[src/rtl/scs_pkg.sv]
`default_nettype none

package scs_pkg;

   localparam int LineBitsDefault = 20;
   localparam int LineFieldBits   = 20;
   localparam int QueueDepth      = 4;

   localparam logic [7:0] CharNl     = 8'h0A;
   localparam logic [7:0] CharSpace  = 8'h20;
   localparam logic [7:0] CharDquote = 8'h22;
   localparam logic [7:0] CharHash   = 8'h23;
   localparam logic [7:0] CharSquote = 8'h27;
   localparam logic [7:0] CharStar   = 8'h2A;
   localparam logic [7:0] CharSlash  = 8'h2F;
   localparam logic [7:0] CharBslash = 8'h5C;
   localparam logic [7:0] CharDel    = 8'h7F;

   localparam logic OpByte = 1'b0;
   localparam logic OpEnd  = 1'b1;

   typedef enum logic [3:0] {
      MODE_CODE      = 4'd0,
      MODE_SLASH     = 4'd1,
      MODE_LINE_CMT  = 4'd2,
      MODE_BLOCK_CMT = 4'd3,
      MODE_STR       = 4'd4,
      MODE_STR_ESC   = 4'd5,
      MODE_CHR_FIRST = 4'd6,
      MODE_CHR_ESC   = 4'd7,
      MODE_CHR_CLOSE = 4'd8
   } mode_type;

   typedef struct packed {
      logic       operation;
      logic [7:0] in_byte;
   } req_type;

   typedef struct packed {
      logic [7:0]               out_byte;
      logic                     bad_char;
      logic [LineFieldBits-1:0] line_number;
      logic                     last;
   } rsp_type;

   typedef struct packed {
      mode_type mode;
      logic     skip_space;
      logic     saw_star;
      logic     halted;
   } lex_state_type;

   // up to two results produced by one beat
   typedef struct packed {
      logic [1:0] cnt;
      rsp_type    r0;
      rsp_type    r1;
   } res_pair_type;

   localparam lex_state_type LexReset = '{
      mode:       MODE_CODE,
      skip_space: 1'b1,
      saw_star:   1'b0,
      halted:     1'b0
   };

endpackage

`default_nettype wire

[src/rtl/source_comment_stripper.sv]
// source_comment_stripper: strips comments and redundant white space from C source.
// req channel: one beat per source byte (operation = 0) or an end marker
// (operation = 1) that flushes a pending slash and returns the lexer to its
// start state. rsp channel: zero, one or two result beats per request beat,
// the final one of each request marked by last. A byte of 128 or above in
// code gives one result with bad_char set; bytes are then ignored until the
// end marker.
// Each result is written into the queue when its request is taken and is offered
// on rsp from there. Throughput: one request per cycle while each yields at most
// one result and the receiver takes results; a slash followed by an ordinary
// byte yields two results, which leave the queue one at a time. Results wait in
// a four-entry queue, and req_ready drops while more than two entries are
// occupied, so a stalled receiver holds back the sender without losing results.
// Reset (synchronous, active high) empties the queue, sets the line count to
// one and puts the lexer in code mode with leading spaces suppressed.
`default_nettype none

module source_comment_stripper #(
   parameter int LINE_BITS = scs_pkg::LineBitsDefault
) (
   input  wire                    clock,
   input  wire                    reset,
   input  wire                    req_valid,
   output logic                   req_ready,
   input  wire scs_pkg::req_type  req,
   output logic                   rsp_valid,
   input  wire                    rsp_ready,
   output scs_pkg::rsp_type       rsp
);

   scs_pkg::lex_state_type st_ff;
   scs_pkg::lex_state_type st_in;
   logic [LINE_BITS-1:0]   line_ff;
   logic [LINE_BITS-1:0]   line_in;
   scs_pkg::res_pair_type  res;
   logic                   accept;

   assign accept = req_valid && req_ready;

   scs_lexer #(
      .LINE_BITS (LINE_BITS)
   ) u_lexer (
      .req       (req),
      .st_cur    (st_ff),
      .line_cur  (line_ff),
      .st_next   (st_in),
      .line_next (line_in),
      .res       (res)
   );

   always_ff @(posedge clock) begin
      if (reset) begin
         st_ff   <= scs_pkg::LexReset;
         line_ff <= LINE_BITS'(1);
      end else if (accept) begin
         st_ff   <= st_in;
         line_ff <= line_in;
      end
   end

   scs_rsp_queue u_queue (
      .clock     (clock),
      .reset     (reset),
      .push      (accept),
      .res       (res),
      .pop       (rsp_ready),
      .out_valid (rsp_valid),
      .out_data  (rsp),
      .room      (req_ready)
   );

endmodule

`default_nettype wire

[src/rtl/scs_lexer.sv]
`default_nettype none

module scs_lexer #(
   parameter int LINE_BITS = scs_pkg::LineBitsDefault
) (
   input  wire scs_pkg::req_type       req,
   input  wire scs_pkg::lex_state_type st_cur,
   input  wire [LINE_BITS-1:0]         line_cur,
   output scs_pkg::lex_state_type      st_next,
   output logic [LINE_BITS-1:0]        line_next,
   output scs_pkg::res_pair_type       res
);

   localparam logic [LINE_BITS-1:0] LineMax = {LINE_BITS{1'b1}};
   localparam logic [LINE_BITS-1:0] LineOne = LINE_BITS'(1);

   logic                 bump;
   logic [LINE_BITS-1:0] line_rep;
   logic [7:0]           b;
   logic [7:0]           cb;
   logic [7:0]           b0;
   logic [7:0]           b1;
   logic                 bad0;
   logic [1:0]           n;

   assign b = req.in_byte;

   always_comb begin
      bump = (req.operation == scs_pkg::OpByte) && !st_cur.halted && (b == scs_pkg::CharNl);
      if (bump && line_cur != LineMax) begin
         line_rep = line_cur + LineOne;
      end else begin
         line_rep = line_cur;
      end
   end

   always_comb begin
      st_next = st_cur;
      n       = 2'd0;
      b0      = b;
      b1      = b;
      bad0    = 1'b0;
      cb      = b;
      if (req.operation == scs_pkg::OpEnd) begin
         if (!st_cur.halted && st_cur.mode == scs_pkg::MODE_SLASH) begin
            n  = 2'd1;
            b0 = scs_pkg::CharSlash;
         end
         st_next = scs_pkg::LexReset;
      end else if (!st_cur.halted) begin
         case (st_cur.mode)
            scs_pkg::MODE_SLASH: begin
               if (b == scs_pkg::CharSlash) begin
                  st_next.mode = scs_pkg::MODE_LINE_CMT;
               end else if (b == scs_pkg::CharStar) begin
                  st_next.saw_star = 1'b0;
                  st_next.mode     = scs_pkg::MODE_BLOCK_CMT;
               end else begin
                  n            = 2'd2;
                  b0           = scs_pkg::CharSlash;
                  b1           = b;
                  st_next.mode = scs_pkg::MODE_CODE;
               end
            end
            scs_pkg::MODE_LINE_CMT: begin
               if (b == scs_pkg::CharNl) begin
                  n            = 2'd1;
                  st_next.mode = scs_pkg::MODE_CODE;
               end
            end
            scs_pkg::MODE_BLOCK_CMT: begin
               if (st_cur.saw_star && b == scs_pkg::CharSlash) begin
                  st_next.mode     = scs_pkg::MODE_CODE;
                  st_next.saw_star = 1'b0;
               end else begin
                  if (b == scs_pkg::CharNl) begin
                     n = 2'd1;
                  end
                  st_next.saw_star = (b == scs_pkg::CharStar);
               end
            end
            scs_pkg::MODE_STR: begin
               n = 2'd1;
               if (b == scs_pkg::CharBslash) begin
                  st_next.mode = scs_pkg::MODE_STR_ESC;
               end else if (b == scs_pkg::CharDquote) begin
                  st_next.mode = scs_pkg::MODE_CODE;
               end
            end
            scs_pkg::MODE_STR_ESC: begin
               n            = 2'd1;
               st_next.mode = scs_pkg::MODE_STR;
            end
            scs_pkg::MODE_CHR_FIRST: begin
               n            = 2'd1;
               st_next.mode = (b == scs_pkg::CharBslash) ? scs_pkg::MODE_CHR_ESC
                                                         : scs_pkg::MODE_CHR_CLOSE;
            end
            scs_pkg::MODE_CHR_ESC: begin
               n            = 2'd1;
               st_next.mode = scs_pkg::MODE_CHR_CLOSE;
            end
            scs_pkg::MODE_CHR_CLOSE: begin
               n            = 2'd1;
               b0           = scs_pkg::CharSquote;
               st_next.mode = scs_pkg::MODE_CODE;
            end
            default: begin
               // code mode
               if (b[7]) begin
                  n              = 2'd1;
                  bad0           = 1'b1;
                  st_next.halted = 1'b1;
               end else begin
                  if (b != scs_pkg::CharNl &&
                      (b < scs_pkg::CharSpace || b == scs_pkg::CharDel)) begin
                     cb = scs_pkg::CharSpace;
                  end
                  if (!(cb == scs_pkg::CharSpace && st_cur.skip_space)) begin
                     st_next.skip_space = (cb == scs_pkg::CharSpace) ||
                                          (cb == scs_pkg::CharHash) ||
                                          (cb == scs_pkg::CharSlash);
                     if (cb == scs_pkg::CharSlash) begin
                        st_next.mode = scs_pkg::MODE_SLASH;
                     end else begin
                        n  = 2'd1;
                        b0 = cb;
                        if (cb == scs_pkg::CharDquote) begin
                           st_next.mode = scs_pkg::MODE_STR;
                        end else if (cb == scs_pkg::CharSquote) begin
                           st_next.mode = scs_pkg::MODE_CHR_FIRST;
                        end
                     end
                  end
               end
            end
         endcase
      end
   end

   assign line_next = (req.operation == scs_pkg::OpEnd) ? LineOne : line_rep;

   always_comb begin
      res.cnt            = n;
      res.r0.out_byte    = b0;
      res.r0.bad_char    = bad0;
      res.r0.line_number = scs_pkg::LineFieldBits'(line_rep);
      res.r0.last        = (n == 2'd1);
      res.r1.out_byte    = b1;
      res.r1.bad_char    = 1'b0;
      res.r1.line_number = scs_pkg::LineFieldBits'(line_rep);
      res.r1.last        = 1'b1;
   end

endmodule

`default_nettype wire

[src/rtl/scs_rsp_queue.sv]
`default_nettype none

module scs_rsp_queue (
   input  wire                         clock,
   input  wire                         reset,
   input  wire                         push,
   input  wire scs_pkg::res_pair_type  res,
   input  wire                         pop,
   output logic                        out_valid,
   output scs_pkg::rsp_type            out_data,
   output logic                        room
);

   localparam int Depth   = scs_pkg::QueueDepth;
   localparam int PtrBits = $clog2(Depth);
   localparam int CntBits = $clog2(Depth + 1);

   scs_pkg::rsp_type     mem_ff [Depth];
   logic [PtrBits-1:0]   wr_ptr_ff;
   logic [PtrBits-1:0]   wr_ptr_in;
   logic [PtrBits-1:0]   wr_ptr_nx;
   logic [PtrBits-1:0]   rd_ptr_ff;
   logic [PtrBits-1:0]   rd_ptr_in;
   logic [CntBits-1:0]   count_ff;
   logic [CntBits-1:0]   count_in;
   logic [1:0]           n_push;
   logic                 do_pop;

   assign n_push    = push ? res.cnt : 2'd0;
   assign do_pop    = pop && (count_ff != '0);
   assign wr_ptr_nx = wr_ptr_ff + PtrBits'(1);
   assign wr_ptr_in = wr_ptr_ff + PtrBits'(n_push);
   assign rd_ptr_in = rd_ptr_ff + PtrBits'(do_pop);
   assign count_in  = count_ff + CntBits'(n_push) - CntBits'(do_pop);

   always_ff @(posedge clock) begin
      if (reset) begin
         wr_ptr_ff <= '0;
         rd_ptr_ff <= '0;
         count_ff  <= '0;
      end else begin
         wr_ptr_ff <= wr_ptr_in;
         rd_ptr_ff <= rd_ptr_in;
         count_ff  <= count_in;
      end
   end

   always_ff @(posedge clock) begin
      if (n_push != 2'd0) begin
         mem_ff[wr_ptr_ff] <= res.r0;
      end
      if (n_push == 2'd2) begin
         mem_ff[wr_ptr_nx] <= res.r1;
      end
   end

   assign out_valid = (count_ff != '0);
   assign out_data  = mem_ff[rd_ptr_ff];
   // a beat may push two results, so keep two free slots
   assign room      = (count_ff <= CntBits'(Depth - 2));

endmodule

`default_nettype wire

[config.mk]
export PLATFORM = sky130hd
export DESIGN_NAME = source_comment_stripper
export DESIGN_NICKNAME = d
export VERILOG_FILES = /design/src/rtl/scs_pkg.sv /design/src/rtl/source_comment_stripper.sv /design/src/rtl/scs_lexer.sv /design/src/rtl/scs_rsp_queue.sv
export SDC_FILE = /design/constraint.sdc
export NUM_CORES = 1
export LEC_CHECK = 0
export ABC_AREA = 1
export BUFFER_PORTS_ARGS = -buffer_cell sky130_fd_sc_hd__buf_2
export CORE_ASPECT_RATIO = 1.4
export CORE_MARGIN = 1.5
export CORE_UTILIZATION = 35
export DETAILED_ROUTE_END_ITERATION = 10
export GPL_TIMING_DRIVEN = 0
export PLACE_DENSITY = 0.47
export SYNTH_ARGS = -nofsm -noshare
export SYNTH_HDL_FRONTEND = slang
export SYNTH_SLANG_ARGS = --single-unit
[constraint.sdc]
create_clock -name clock -period 4.34 [get_ports clock]
set_input_delay 0.868 -clock clock [delete_from_list [all_inputs] [get_ports clock]]
set_output_delay 0.868 -clock clock [all_outputs]
set_load 0.05 [all_outputs]
==> impl_metrics.toml <==
[clock_network]
tritoncts = "done"
cts_sinks = 154
clk_pin_slew_ns = 0.06
clkLatencyLatePin_ns = 0.44
cts_root_buffer = "clkbuf_16"
postCtsHoldBufs = 0
cts-buffers-inserted = 17
cts_max_level = 4
cts_resized = 0
cts_buffer_depth = 2
post-cts-setup-buffers = 0

[setup_path]
r2r-start = "st_ff[3]"
worstSetupStartpoint = "req[2]"
worstPathArrival_ns = 3.48
required_ns = 4.40
crit_path_start_kind = "input pin"
worst_r2r_path_depth = 9
critPathKind = "in2reg"
crit_fanout = 28
reg2reg_to = "u_queue.mem_ff[3][9]"
end_kind = "register"
ff2ff_setup_slack_ns = 1.10

[placed_design]
io_buffers = 40
routabilityCongestion = 0.8952
dp_hpwl_um = 18510

[timing]
grt_setup_unrepaired = "false"
post-route-min-period_ns = 3.424
finalHoldViolations = 0
drv_slew = 0
slew_headroom_pct = 40.50
setup_tns_ns = 0
finalSetupViolations = 0
fmax_ghz = 0.2921
skew_ns = 0.007184
hold_ws_ns = 0.4525
fin_crit_sh_pct = 78.89
tightestPinTransition_ns = 0.8893

[layout]
diodes = 0
layout-drive-gt1-share_pct = 13.79
area_growth_pct = 14.45
fin_nets = 1051

[pwr]
fin_total_pwr_mw = 5.686
switching_share_pct = 43.34
power.switching_mw = 2.464
p_int_mw = 3.222
pwr-share-seq_pct = 32.1
powerDensity_nw_per_um2 = 601.4
pwr-share-clk_pct = 27.1
ir_drop_v = 0.0002974
pwr-share-comb_pct = 40.8
leakage_nw = 3.648

[yosys]
synth_top_area_share_pct = 40.71
synthFlopType = "edfxtp_1"
synth.area.top_cells = "edfxtp_1, dfxtp_1, nand2_1"
syn_area_um2 = 8260
synth_enable_flop_cells = 112
yosysTopAreaCell = "edfxtp_1"
netlist_instances = 972
async_reset_ff_share_pct = 0
synth_cell_types = 44
yosysSeqAreaShare_pct = 50.89
ys_ff_latch = 154
synth_area_per_cell_um2 = 8.498
yosysWarnings = 0
syn-num-nets = 992

[detailed_routing]
routed_wl_um = 26430
first_iter_violations = 415
drtPass1Iterations = 5
viasPerCell = 5.236
detail-route-antenna-nets = 0
wl_per_cell_um = 19.57
vias = 7068
drc = 0

[grt]
grt_max_degree = 29
grtUsageTotal_pct = 22.36
grt_pass1_vias = 7106
antenna_found_initial = 0
grt_overflow = 0
grt_pass1_wl_um = 41090

[status]
status = "complete, no violations"

[floorplan]
die_w_um = 132.8
die_y_um = 184.8
rows = 66
start_util_pct = 35.60
ios = 45
core_area_um2 = 23200
dieArea_um2 = 24550

[worst_hold_path]
hold_depth = 2
worstHoldStart = "u_queue.mem_ff[2][0]"
hold_class = "reg2reg"
whs_endpoint = "u_queue.mem_ff[2][0]"

[run]
maxCapViolCount = 0
-- power groups by stage --
stage          Clock, mW  Combinational (mW)  Sequential [mW]
2_1_floorplan          0                1.70             1.83
3_3_place_gp           0                2.33             1.86
3_5_place_dp           0                2.33             1.86
4_1_cts             1.57                2.34             1.83
5_1_grt             1.62                2.52             1.84
6_report            1.54                2.32             1.83
-- logic make-up after synthesis --
group,Yosys count,share of synthesized area (%)
buf+inv,135,7.089
simple gates,378,19.95
xor+xnor,22,2.333
compound gates,276,18.59
fa+ha+maj,7,1.151
flops,154,50.89
-- cell usage after synthesis, types with 3 or more instances --
cell type and instances:
buf_1 3, nand4_1 8, clkbuf_1 31, dfxtp_1 42
nand2_2 11, a21oi_1 105, nand2_1 160, buf_4 5
inv_2 8, ha_1 6, buf_6 6, o21ai_2 4
inv_1 71, xor2_1 18, nand2_4 3, nor3_1 12
nor2_1 126, o211ai_1 6, nand3_1 44, a21boi_0 4
o22ai_1 34, xnor2_1 4, buf_2 8, o21ai_0 95
edfxtp_1 112, o21ai_1 8, nor2_2 3, nor2_4 4
a21oi_2 14
-- cells in the final DEF, fill, tap and decap left out, drive strengths merged, types with 4 or more instances in the layout --
| cell type | Yosys | routed |
|---|---|---|
| nand2 | 175 | 175 |
| nor2 | 133 | 133 |
| a21oi | 119 | 119 |
| edfxtp | 112 | 112 |
| o21ai | 107 | 107 |
| inv | 80 | 80 |
| buf | 22 | 62 |
| clkbuf | 31 | 55 |
| nand3 | 45 | 45 |
| dfxtp | 42 | 42 |
| o22ai | 34 | 34 |
| xor2 | 18 | 18 |
| nor3 | 12 | 12 |
| nand4 | 8 | 8 |
| o211ai | 6 | 6 |
| ha | 6 | 6 |
| clkinv | 2 | 5 |
| a21boi | 5 | 5 |
| xnor2 | 4 | 4 |
-- metrics by stage --
| step | instance area [um2] | setup slack [ns] | utilization, % | std cells |
|---|---|---|---|---|
| after floorplan | 8260 | 1.071 | - | 972 |
| after global placement | 8843 | -0.05887 | 38.11 | 1318 |
| after detailed placement | 8853 | 0.4738 | 38.15 | 1318 |
| after CTS | 9454 | 0.9340 | 40.74 | 1350 |
| after global routing | 9454 | 0.7254 | 40.74 | 1350 |
| final | 9454 | 0.9161 | 40.74 | 1350 |
-- worst max-delay path by stage --
stage                            end  slack, ns  cells past startpoint
2_1_floorplan  u_queue.mem_ff[0][10]       1.07                     18
3_3_place_gp    u_queue.mem_ff[3][6]      -0.06                     10
3_5_place_dp    u_queue.mem_ff[2][5]       0.47                     17
4_1_cts        u_queue.mem_ff[2][11]       0.93                     17
5_1_grt        u_queue.mem_ff[2][11]       0.73                     17
6_report        u_queue.mem_ff[3][9]       0.92                     10
-- sequential cells by signal, summed over array words and instances, names as in the netlist --
name	cells
u_queue.mem_ff	120
line_ff	20
st_ff	7
u_queue.count_ff	3
u_queue.rd_ptr_ff	2
u_queue.wr_ptr_ff	2
-- metal layers --
layer  up-vias  part of all wire, %  GRT usage [%]
met5         -                    0              0
met4         0                  2.0          7.648
met3        38                  4.3          3.695
met2       182                   51          40.38
met1      3374                   43          26.91
li1       3474                    -              -
-- final cells by class --
cell class,count,area (um2)
fillers,2413,13750
flip-flops and latches,154,4204
multi-input cells,683,3481
clock buffers,24,481.7
well taps,306,382.9
inverters,82,312.8
plain buffers,53,272.8
repair buffers,40,200.2
clock inverters,8,118.9
-- critical path, stage by stage --
cell      delay, ns
buf_2          0.16
inv_2          0.11
nand2_1        0.12
nor2_4         0.05
nand2_1        0.14
nand2_1        0.14
nor4_4         0.38
nand2_1        0.32
clkbuf_1       0.40
nand2_2        0.76
Note: power is estimated with default switching activity, not from simulation.
